### src/assert_macros.svh
// assertion macros used by the rtl top level
`ifndef ASSERT_MACROS_SVH
`define ASSERT_MACROS_SVH
`ifndef NO_ASSERTIONS
// property that must hold at every rising clock edge outside reset
`define ASSERT_PROP(lbl, clk, rst_n, prop) \
  lbl: assert property (@(posedge clk) disable iff (!rst_n) prop) \
    else $error("%m: assertion failed");
// expression that must never be true outside reset
`define ASSERT_NEVER(lbl, clk, rst_n, expr) \
  lbl: assert property (@(posedge clk) disable iff (!rst_n) !(expr)) \
    else $error("%m: forbidden condition seen");
`else
`define ASSERT_PROP(lbl, clk, rst_n, prop)
`define ASSERT_NEVER(lbl, clk, rst_n, expr)
`endif
`endif

### src/ihls_pkg.sv
// types, constants and step angle table for the rgb to ihls converter
package ihls_pkg;

  localparam int CORDIC_STEPS        = 16;
  localparam int ANGLE_FRACTION_BITS = 12;

  localparam int STEP_W     = $clog2(CORDIC_STEPS);
  localparam int VEC_SHIFT  = 14;
  localparam int SQRT3_Q14  = 28378;
  localparam int XY_W       = 28;
  localparam int ANG_W      = ANGLE_FRACTION_BITS + 11;
  localparam int ATAN_BITS  = 20;
  localparam int ATAN_LEN   = 24;

  localparam int COEF_R = 13894;
  localparam int COEF_G = 46858;
  localparam int COEF_B = 4719;

  localparam logic [7:0] GRAY_HUE_HALF = 8'd45;
  localparam logic [7:0] HUE_HALF_MAX  = 8'd179;

  localparam logic signed [ANG_W-1:0] THETA_180 =
    ANG_W'(180 * (1 << ANGLE_FRACTION_BITS));
  localparam logic signed [ANG_W-1:0] THETA_360 =
    ANG_W'(360 * (1 << ANGLE_FRACTION_BITS));

  // atan(2^-i) in degrees, q.20
  localparam longint ATAN_Q20 [ATAN_LEN] = '{
    47185920, 27855475, 14718068, 7471121, 3750058, 1876857, 938658, 469357,
    234682, 117342, 58671, 29335, 14668, 7334, 3667, 1833,
    917, 458, 229, 115, 57, 29, 14, 7
  };

  typedef struct packed {
    logic [7:0] red;
    logic [7:0] green;
    logic [7:0] blue;
  } in_pixel_t;

  typedef struct packed {
    logic [7:0] saturation;
    logic [7:0] luminance;
    logic [7:0] hue_half;
  } out_pixel_t;

  // item moving down the cordic chain with its side results
  typedef struct packed {
    logic signed [XY_W-1:0]  x;
    logic signed [XY_W-1:0]  y;
    logic signed [ANG_W-1:0] theta;
    logic                    gray;
    logic                    b_le_g;
    logic [7:0]              sat;
    logic [7:0]              lum;
  } cordic_t;

  // step angle rounded half up to the angle fraction
  function automatic logic signed [ANG_W-1:0] step_angle(input int i);
    longint t;
    int     sh;
    t  = ATAN_Q20[i];
    sh = ATAN_BITS - ANGLE_FRACTION_BITS;
    if (sh > 0) begin
      t = (t + (64'sd1 << (sh - 1))) >>> sh;
    end
    return ANG_W'(t);
  endfunction

endpackage

### src/rgb_to_ihls_pixel_core.sv
// top level of the rgb to ihls pixel converter
`include "assert_macros.svh"

// Converts one 8-bit rgb pixel per item into saturation (max minus min),
// luminance (0.212r + 0.715g + 0.072b in q0.16, truncated) and half hue
// (0..179, gray pixels give 45). The block takes one pixel every clock and
// gives one result every clock while the consumer does not stall; each item
// passes the front stage, one register per cordic rotation cell and the output
// stage. Every stage has its own valid bit and takes a new item whenever it
// is empty or its content moves on, so empty slots close up while the output
// is stalled and the input keeps flowing until the chain is full. No state
// carries over from one pixel to the next; reset only clears the valid bits.
module rgb_to_ihls_pixel_core (
  input  logic                  clk,
  input  logic                  rst_n,
  input  logic                  in_valid,
  output logic                  in_ready,
  input  ihls_pkg::in_pixel_t   in_data,
  output logic                  out_valid,
  input  logic                  out_ready,
  output ihls_pkg::out_pixel_t  out_data
);

  localparam int N = ihls_pkg::CORDIC_STEPS;

  // chain links: link 0 leaves the front stage, link N enters the output stage
  logic [N:0]        link_valid;
  logic [N:0]        link_ready;
  ihls_pkg::cordic_t link_data [N+1];

  ihls_pre u_pre (
    .clk       (clk),
    .rst_n     (rst_n),
    .in_valid  (in_valid),
    .in_ready  (in_ready),
    .in_data   (in_data),
    .out_valid (link_valid[0]),
    .out_ready (link_ready[0]),
    .out_data  (link_data[0])
  );

  // one rotation cell per cordic step, step angle fixed per position
  for (genvar k = 0; k < N; k++) begin : g_cell
    ihls_cell u_cell (
      .clk       (clk),
      .rst_n     (rst_n),
      .step_idx  (ihls_pkg::STEP_W'(k)),
      .step_ang  (ihls_pkg::step_angle(k)),
      .in_valid  (link_valid[k]),
      .in_ready  (link_ready[k]),
      .in_data   (link_data[k]),
      .out_valid (link_valid[k+1]),
      .out_ready (link_ready[k+1]),
      .out_data  (link_data[k+1])
    );
  end

  // output register: holds a finished item while the consumer stalls
  ihls_post u_post (
    .clk       (clk),
    .rst_n     (rst_n),
    .in_valid  (link_valid[N]),
    .in_ready  (link_ready[N]),
    .in_data   (link_data[N]),
    .out_valid (out_valid),
    .out_ready (out_ready),
    .out_data  (out_data)
  );

  // an empty output stage lets ready run back through the whole chain
  `ASSERT_PROP(a_ready_when_drained, clk, rst_n, !out_valid |-> in_ready)
  // half hue never leaves its range
  `ASSERT_NEVER(a_hue_range, clk, rst_n, out_valid && (out_data.hue_half > 8'd179))
  // a pixel without saturation is gray and must show the gray hue
  `ASSERT_PROP(a_gray_hue, clk, rst_n,
    (out_valid && (out_data.saturation == 8'd0)) |-> (out_data.hue_half == 8'd45))
  // the weights sum just below one, so luminance tops out at 254
  `ASSERT_NEVER(a_lum_range, clk, rst_n, out_valid && (out_data.luminance == 8'd255))

endmodule

### src/ihls_pre.sv
// front stage: vector setup, saturation and luminance
module ihls_pre (
  input  logic                 clk,
  input  logic                 rst_n,
  input  logic                 in_valid,
  output logic                 in_ready,
  input  ihls_pkg::in_pixel_t  in_data,
  output logic                 out_valid,
  input  logic                 out_ready,
  output ihls_pkg::cordic_t    out_data
);

  logic              valid_r;
  ihls_pkg::cordic_t data_r;
  ihls_pkg::cordic_t data_nxt;

  logic [7:0]                        mx, mn;
  logic signed [10:0]                dx;
  logic [7:0]                        dgb;
  logic [22:0]                       prod;
  logic [23:0]                       lsum;
  logic signed [ihls_pkg::XY_W-1:0]  x0, y0;

  always_comb begin
    mx = in_data.red;
    mn = in_data.red;
    if (in_data.green > mx) mx = in_data.green;
    if (in_data.blue  > mx) mx = in_data.blue;
    if (in_data.green < mn) mn = in_data.green;
    if (in_data.blue  < mn) mn = in_data.blue;

    lsum = 24'(16'(ihls_pkg::COEF_R) * 24'(in_data.red))
         + 24'(16'(ihls_pkg::COEF_G) * 24'(in_data.green))
         + 24'(16'(ihls_pkg::COEF_B) * 24'(in_data.blue));

    dx  = $signed({2'b00, in_data.red, 1'b0}) - $signed({3'b000, in_data.green})
        - $signed({3'b000, in_data.blue});
    dgb = (in_data.green >= in_data.blue) ? in_data.green - in_data.blue
                                          : in_data.blue - in_data.green;
    prod = 23'(dgb) * 23'(ihls_pkg::SQRT3_Q14);
    x0   = ihls_pkg::XY_W'(dx) <<< ihls_pkg::VEC_SHIFT;
    y0   = $signed(ihls_pkg::XY_W'(prod));

    data_nxt.sat    = mx - mn;
    data_nxt.lum    = lsum[23:16];
    data_nxt.gray   = (dx == 11'sd0) && (dgb == 8'd0);
    data_nxt.b_le_g = in_data.blue <= in_data.green;
    // left half-plane: mirror and start from 180 degrees
    if (x0 < 0) begin
      data_nxt.x     = -x0;
      data_nxt.y     = -y0;
      data_nxt.theta = ihls_pkg::THETA_180;
    end else begin
      data_nxt.x     = x0;
      data_nxt.y     = y0;
      data_nxt.theta = '0;
    end
  end

  assign in_ready = !valid_r || out_ready;

  always_ff @(posedge clk) begin
    if (!rst_n) begin
      valid_r <= 1'b0;
    end else if (in_ready) begin
      valid_r <= in_valid;
    end
  end

  always_ff @(posedge clk) begin
    if (in_valid && in_ready) begin
      data_r <= data_nxt;
    end
  end

  assign out_valid = valid_r;
  assign out_data  = data_r;

endmodule

### src/ihls_cell.sv
// one vectoring cordic rotation with its own stage register
module ihls_cell (
  input  logic                                clk,
  input  logic                                rst_n,
  input  logic [ihls_pkg::STEP_W-1:0]         step_idx,
  input  logic signed [ihls_pkg::ANG_W-1:0]   step_ang,
  input  logic                                in_valid,
  output logic                                in_ready,
  input  ihls_pkg::cordic_t                   in_data,
  output logic                                out_valid,
  input  logic                                out_ready,
  output ihls_pkg::cordic_t                   out_data
);

  logic              valid_r;
  ihls_pkg::cordic_t data_r;
  ihls_pkg::cordic_t data_nxt;
  logic signed [ihls_pkg::XY_W-1:0] xs, ys;

  always_comb begin
    xs       = in_data.x >>> step_idx;
    ys       = in_data.y >>> step_idx;
    data_nxt = in_data;
    // rotate toward the x axis, both updates from the old vector
    if (!in_data.y[ihls_pkg::XY_W-1]) begin
      data_nxt.x     = in_data.x + ys;
      data_nxt.y     = in_data.y - xs;
      data_nxt.theta = in_data.theta + step_ang;
    end else begin
      data_nxt.x     = in_data.x - ys;
      data_nxt.y     = in_data.y + xs;
      data_nxt.theta = in_data.theta - step_ang;
    end
  end

  assign in_ready = !valid_r || out_ready;

  always_ff @(posedge clk) begin
    if (!rst_n) begin
      valid_r <= 1'b0;
    end else if (in_ready) begin
      valid_r <= in_valid;
    end
  end

  always_ff @(posedge clk) begin
    if (in_valid && in_ready) begin
      data_r <= data_nxt;
    end
  end

  assign out_valid = valid_r;
  assign out_data  = data_r;

endmodule

### src/ihls_post.sv
// output stage: angle clamp, hue folding and halving, gray hue and top clamp
module ihls_post (
  input  logic                  clk,
  input  logic                  rst_n,
  input  logic                  in_valid,
  output logic                  in_ready,
  input  ihls_pkg::cordic_t     in_data,
  output logic                  out_valid,
  input  logic                  out_ready,
  output ihls_pkg::out_pixel_t  out_data
);

  logic                              valid_r;
  ihls_pkg::out_pixel_t              data_r;
  ihls_pkg::out_pixel_t              data_nxt;
  logic signed [ihls_pkg::ANG_W-1:0] theta_c;
  logic signed [ihls_pkg::ANG_W-1:0] hue;
  logic signed [ihls_pkg::ANG_W-1:0] half;

  always_comb begin
    theta_c = in_data.theta;
    if (theta_c < 0) theta_c = '0;
    if (theta_c > ihls_pkg::THETA_180) theta_c = ihls_pkg::THETA_180;
    hue  = in_data.b_le_g ? theta_c : ihls_pkg::THETA_360 - theta_c;
    half = hue >>> (ihls_pkg::ANGLE_FRACTION_BITS + 1);

    data_nxt.saturation = in_data.sat;
    data_nxt.luminance  = in_data.lum;
    if (in_data.gray) begin
      data_nxt.hue_half = ihls_pkg::GRAY_HUE_HALF;
    end else if (half > $signed(ihls_pkg::ANG_W'(ihls_pkg::HUE_HALF_MAX))) begin
      data_nxt.hue_half = ihls_pkg::HUE_HALF_MAX;
    end else begin
      data_nxt.hue_half = half[7:0];
    end
  end

  assign in_ready = !valid_r || out_ready;

  always_ff @(posedge clk) begin
    if (!rst_n) begin
      valid_r <= 1'b0;
    end else if (in_ready) begin
      valid_r <= in_valid;
    end
  end

  always_ff @(posedge clk) begin
    if (in_valid && in_ready) begin
      data_r <= data_nxt;
    end
  end

  assign out_valid = valid_r;
  assign out_data  = data_r;

endmodule

### config.mk
export PLATFORM = sky130hd
export DESIGN_NAME = rgb_to_ihls_pixel_core
export DESIGN_NICKNAME = d
export VERILOG_FILES = /design/src/ihls_pkg.sv /design/src/rgb_to_ihls_pixel_core.sv /design/src/ihls_pre.sv /design/src/ihls_cell.sv /design/src/ihls_post.sv
export VERILOG_INCLUDE_DIRS = /design/src /design/src/src
export SDC_FILE = /design/constraint.sdc
export NUM_CORES = 2
export LEC_CHECK = 0
export ABC_AREA = 1
export BUFFER_PORTS_ARGS = -buffer_cell sky130_fd_sc_hd__buf_2
export CAP_MARGIN = 25
export CORE_ASPECT_RATIO = 1.2
export CORE_MARGIN = 10
export CORE_UTILIZATION = 35
export CTS_BUF_LIST = sky130_fd_sc_hd__clkbuf_4
export DETAILED_ROUTE_END_ITERATION = 6
export PLACE_DENSITY = 0.5
export RECOVER_POWER = 25
export SYNTH_ARGS = -nofsm -noshare
export SYNTH_HDL_FRONTEND = slang
export SYNTH_SLANG_ARGS = --single-unit
### constraint.sdc
create_clock -name clk -period 9.8 [get_ports clk]
set_input_delay 0.49 -clock clk [delete_from_list [all_inputs] [get_ports clk]]
set_output_delay 0.49 -clock clk [all_outputs]
set_load 0.01 [all_outputs]
==> metrics.cfg <==
[status]
status=finished with violations
violations=DRC, capacitance limit, slew limit

[synthesis]
yosysTopAreaCellShare_pct=37.2
async_reset_ff_share_pct=0
synth_cell_types=67
synth_top_cell_by_area=edfxtp_1
synth_seq_cells=1479
synth_edf_count=1461
syn_area_sq_um=118000
synth.most_common_cell=nand2_1
synth_ff_type=edfxtp_1
synth_warnings=0
ys_top_cells_by_area=edfxtp_1 37%, ha_1 15%, xor2_1 7.9%, nand2_1 6.8%, a21oi_1 5.6%
synth-seq-area-share_pct=37.5
syn_inst=13294
syn_area_per_cell_sq_um=8.87
synthTopCellsByCount=2123 x nand2_1, 1749 x inv_1, 1461 x edfxtp_1

[power]
p_clk_share_pct=20.2
netSwitchingPower_mw=11.8
swShare_pct=42.4
comb_power_share_pct=49.8
p_leak_nw=56.1
pwr_density_cell_nw_per_um2=216
power_frac_seq_pct=30.0
p_int_mw=16.1
vdd_drop_max_v=0.000334

[placement]
placed_cell_area_sq_um=124000
gp_congestion=0.899
hpwl_um=272000
portBuffers=53

[critical_path]
required_ps=10860
crit_top_cell=nand2_1
critical_path_arrival_ps=8130
cp-startpoint=in_data[2]
r2r-start=g_cell[5].u_cell.out_data[68]
crit_path_end_kind=flip-flop
cp_max_fo=11
cp-start-kind=input pin
slowest_stage=clkbuf_1
crit_type=input pin to flip-flop
max_stage_delay_ps=610

[floorplanning]
die_area_sq_um=361000
start_util_pct=35.2
core_sq_um=336000
die_h_um=656
die_w_um=550
boundaryPins=54
row_count=233

[layout]
stdcell_area_sq_um=129000
layout-drive-gt1-share_pct=5.55
nets=15282
area_delta_synth_final_pct=9.39

[drt]
drt_pass1_iterations=7
antenna_left=0
viasPerCell=4.94
drtIter0Drc=4962
routed_wl_um=331000
vias=91372
wl_per_cell_um=17.9
drc=5

[timing]
drv_slew=1043
grt_setup_unrepaired=no
fmax_mhz=141
finalCritPeriodShare_pct=72.1
max_slew_margin_pct=-108
hold_violations=0
worst_pin_slew_ps=3120
finalSetupViolations=0
skew_ps=114
setup_tns_ps=0
period_needed_ps=7070

[clock_network]
path_clk_slew_ps=70
root_buffer=clkbuf_4
tritoncts=yes
cts.path.max_buffers=4
cts_htree_levels=5
cts-buffers-inserted=398
cts_sinks=1479
clk_latency_ps=1300
post_cts_resized=0

[hold_path]
hold_class=input pin to flip-flop
hold_start=in_data[23]

[flow_run]
max_cap_violations=30

[global_routing]
grt_pass1_vias=92689
antenna_found_initial=16
track_usage_pct=17.8
grt_max_degree=70
grt_first_pass_wirelength_um=514000
grt.overflow.total=0

-- layout by cell type (no fill, tap or decap), drive strengths merged, types with 18 or more instances in the layout --
cell type / instances
a211oi: 20
a21boi: 67
a21o: 79
a21oi: 1329
a31oi: 132
buf: 77
clkbuf: 586
clkinv: 138
dfxtp: 18
edfxtp: 1461
fa: 173
ha: 1372
inv: 1754
nand2: 2130
nand3: 337
nand3b: 22
nand4: 152
nor2: 1108
nor3: 228
nor4: 101
o211ai: 37
o21a: 66
o21ai: 741
o21bai: 76
o221ai: 29
o31ai: 32
or2: 29
xnor2: 533
xor2: 1062
-- kinds of logic after synthesis --
| group | count (synthesis) | synth area share (%) |
|---|---|---|
| simple gates | 4124 | 14.5 |
| xor+xnor | 1595 | 11.8 |
| fa+ha+maj | 1545 | 17.5 |
| buf+inv | 1873 | 5.97 |
| other cells | 1 | 0.00318 |
| flops | 1479 | 37.5 |
| mux | 1 | 0.00849 |
| compound gates | 2676 | 12.6 |
-- metrics by stage --
step                      hold WS, ps  setup WS (ps)  power, mW  utilization (%)  cells
final                             202           2730       27.9             38.5  18484
after detailed placement          405           2090       22.5             36.9  17764
after global routing             87.0           2110       30.6             38.5  18482
after global placement            400           2130       22.6             36.9  17764
after floorplan                   400           3090       19.0                -  13297
after CTS                        11.7           3220       28.4             38.5  18476
-- per-layer routing --
metal | GRT usage, % | routed length, um | share of wire [%] | vias to the layer above
met1 | 19.8 | 132000 | 40 | 42552
met2 | 34.5 | 176000 | 53 | 1523
met4 | 6.15 | 12300 | 3.7 | 14
li1 | - | - | - | 46693
met3 | 2.09 | 10900 | 3.3 | 590
met5 | 0 | 96 | 0.029 | -
-- repair_timing --
action / CTS / global route
hold endpoints to repair: 49 / 0
hold buffers: 10 / 0
setup buffers: 0 / 0
-- final timing paths --
path                                                       to  slack [ps]  cells past startpoint
worst max-delay path                       u_pre.out_data[63]        2730                     33
worst min-delay path                       u_pre.out_data[92]         200                      7
worst max register to register  g_cell[6].u_cell.out_data[62]        2980                     13
worst min register to register   g_cell[7].u_cell.out_data[3]         370                      0
-- power groups by stage --
stage	logic (mW)	clock network (mW)	registers, mW
2_1_floorplan	10.7	0	8.27
3_3_place_gp	14.1	0	8.51
3_5_place_dp	14.0	0	8.51
4_1_cts	14.1	5.91	8.37
5_1_grt	16.0	6.23	8.39
6_report	13.9	5.65	8.36
-- critical path: cells and delay by family --
| family | cells | cell delay, ps |
|---|---|---|
| fa+ha+maj | 6 | 2680 |
| buf+inv | 7 | 1750 |
| simple gates | 13 | 1550 |
| compound gates | 6 | 1350 |
| xor+xnor | 1 | 280 |
-- flip-flops by register name, indices dropped and copies added, names as in the netlist --
register,flops
u_pre.out_valid,1
u_pre.out_data,59
g_cell.u_cell.out_valid,16
g_cell.u_cell.out_data,1378
u_post.out_valid,1
u_post.out_data,24
-- final cells by class --
type | instances | area (sq um)
multi-input cells | 9945 | 66800
flip-flops and latches | 1479 | 44200
inverters | 1761 | 6620
diodes | 8 | 20.0
repair buffers | 124 | 697
clock inverters | 153 | 1010
fillers | 34484 | 207000
clock buffers | 549 | 4120
well taps | 4465 | 5590
Power figures use the tool's default switching activity.
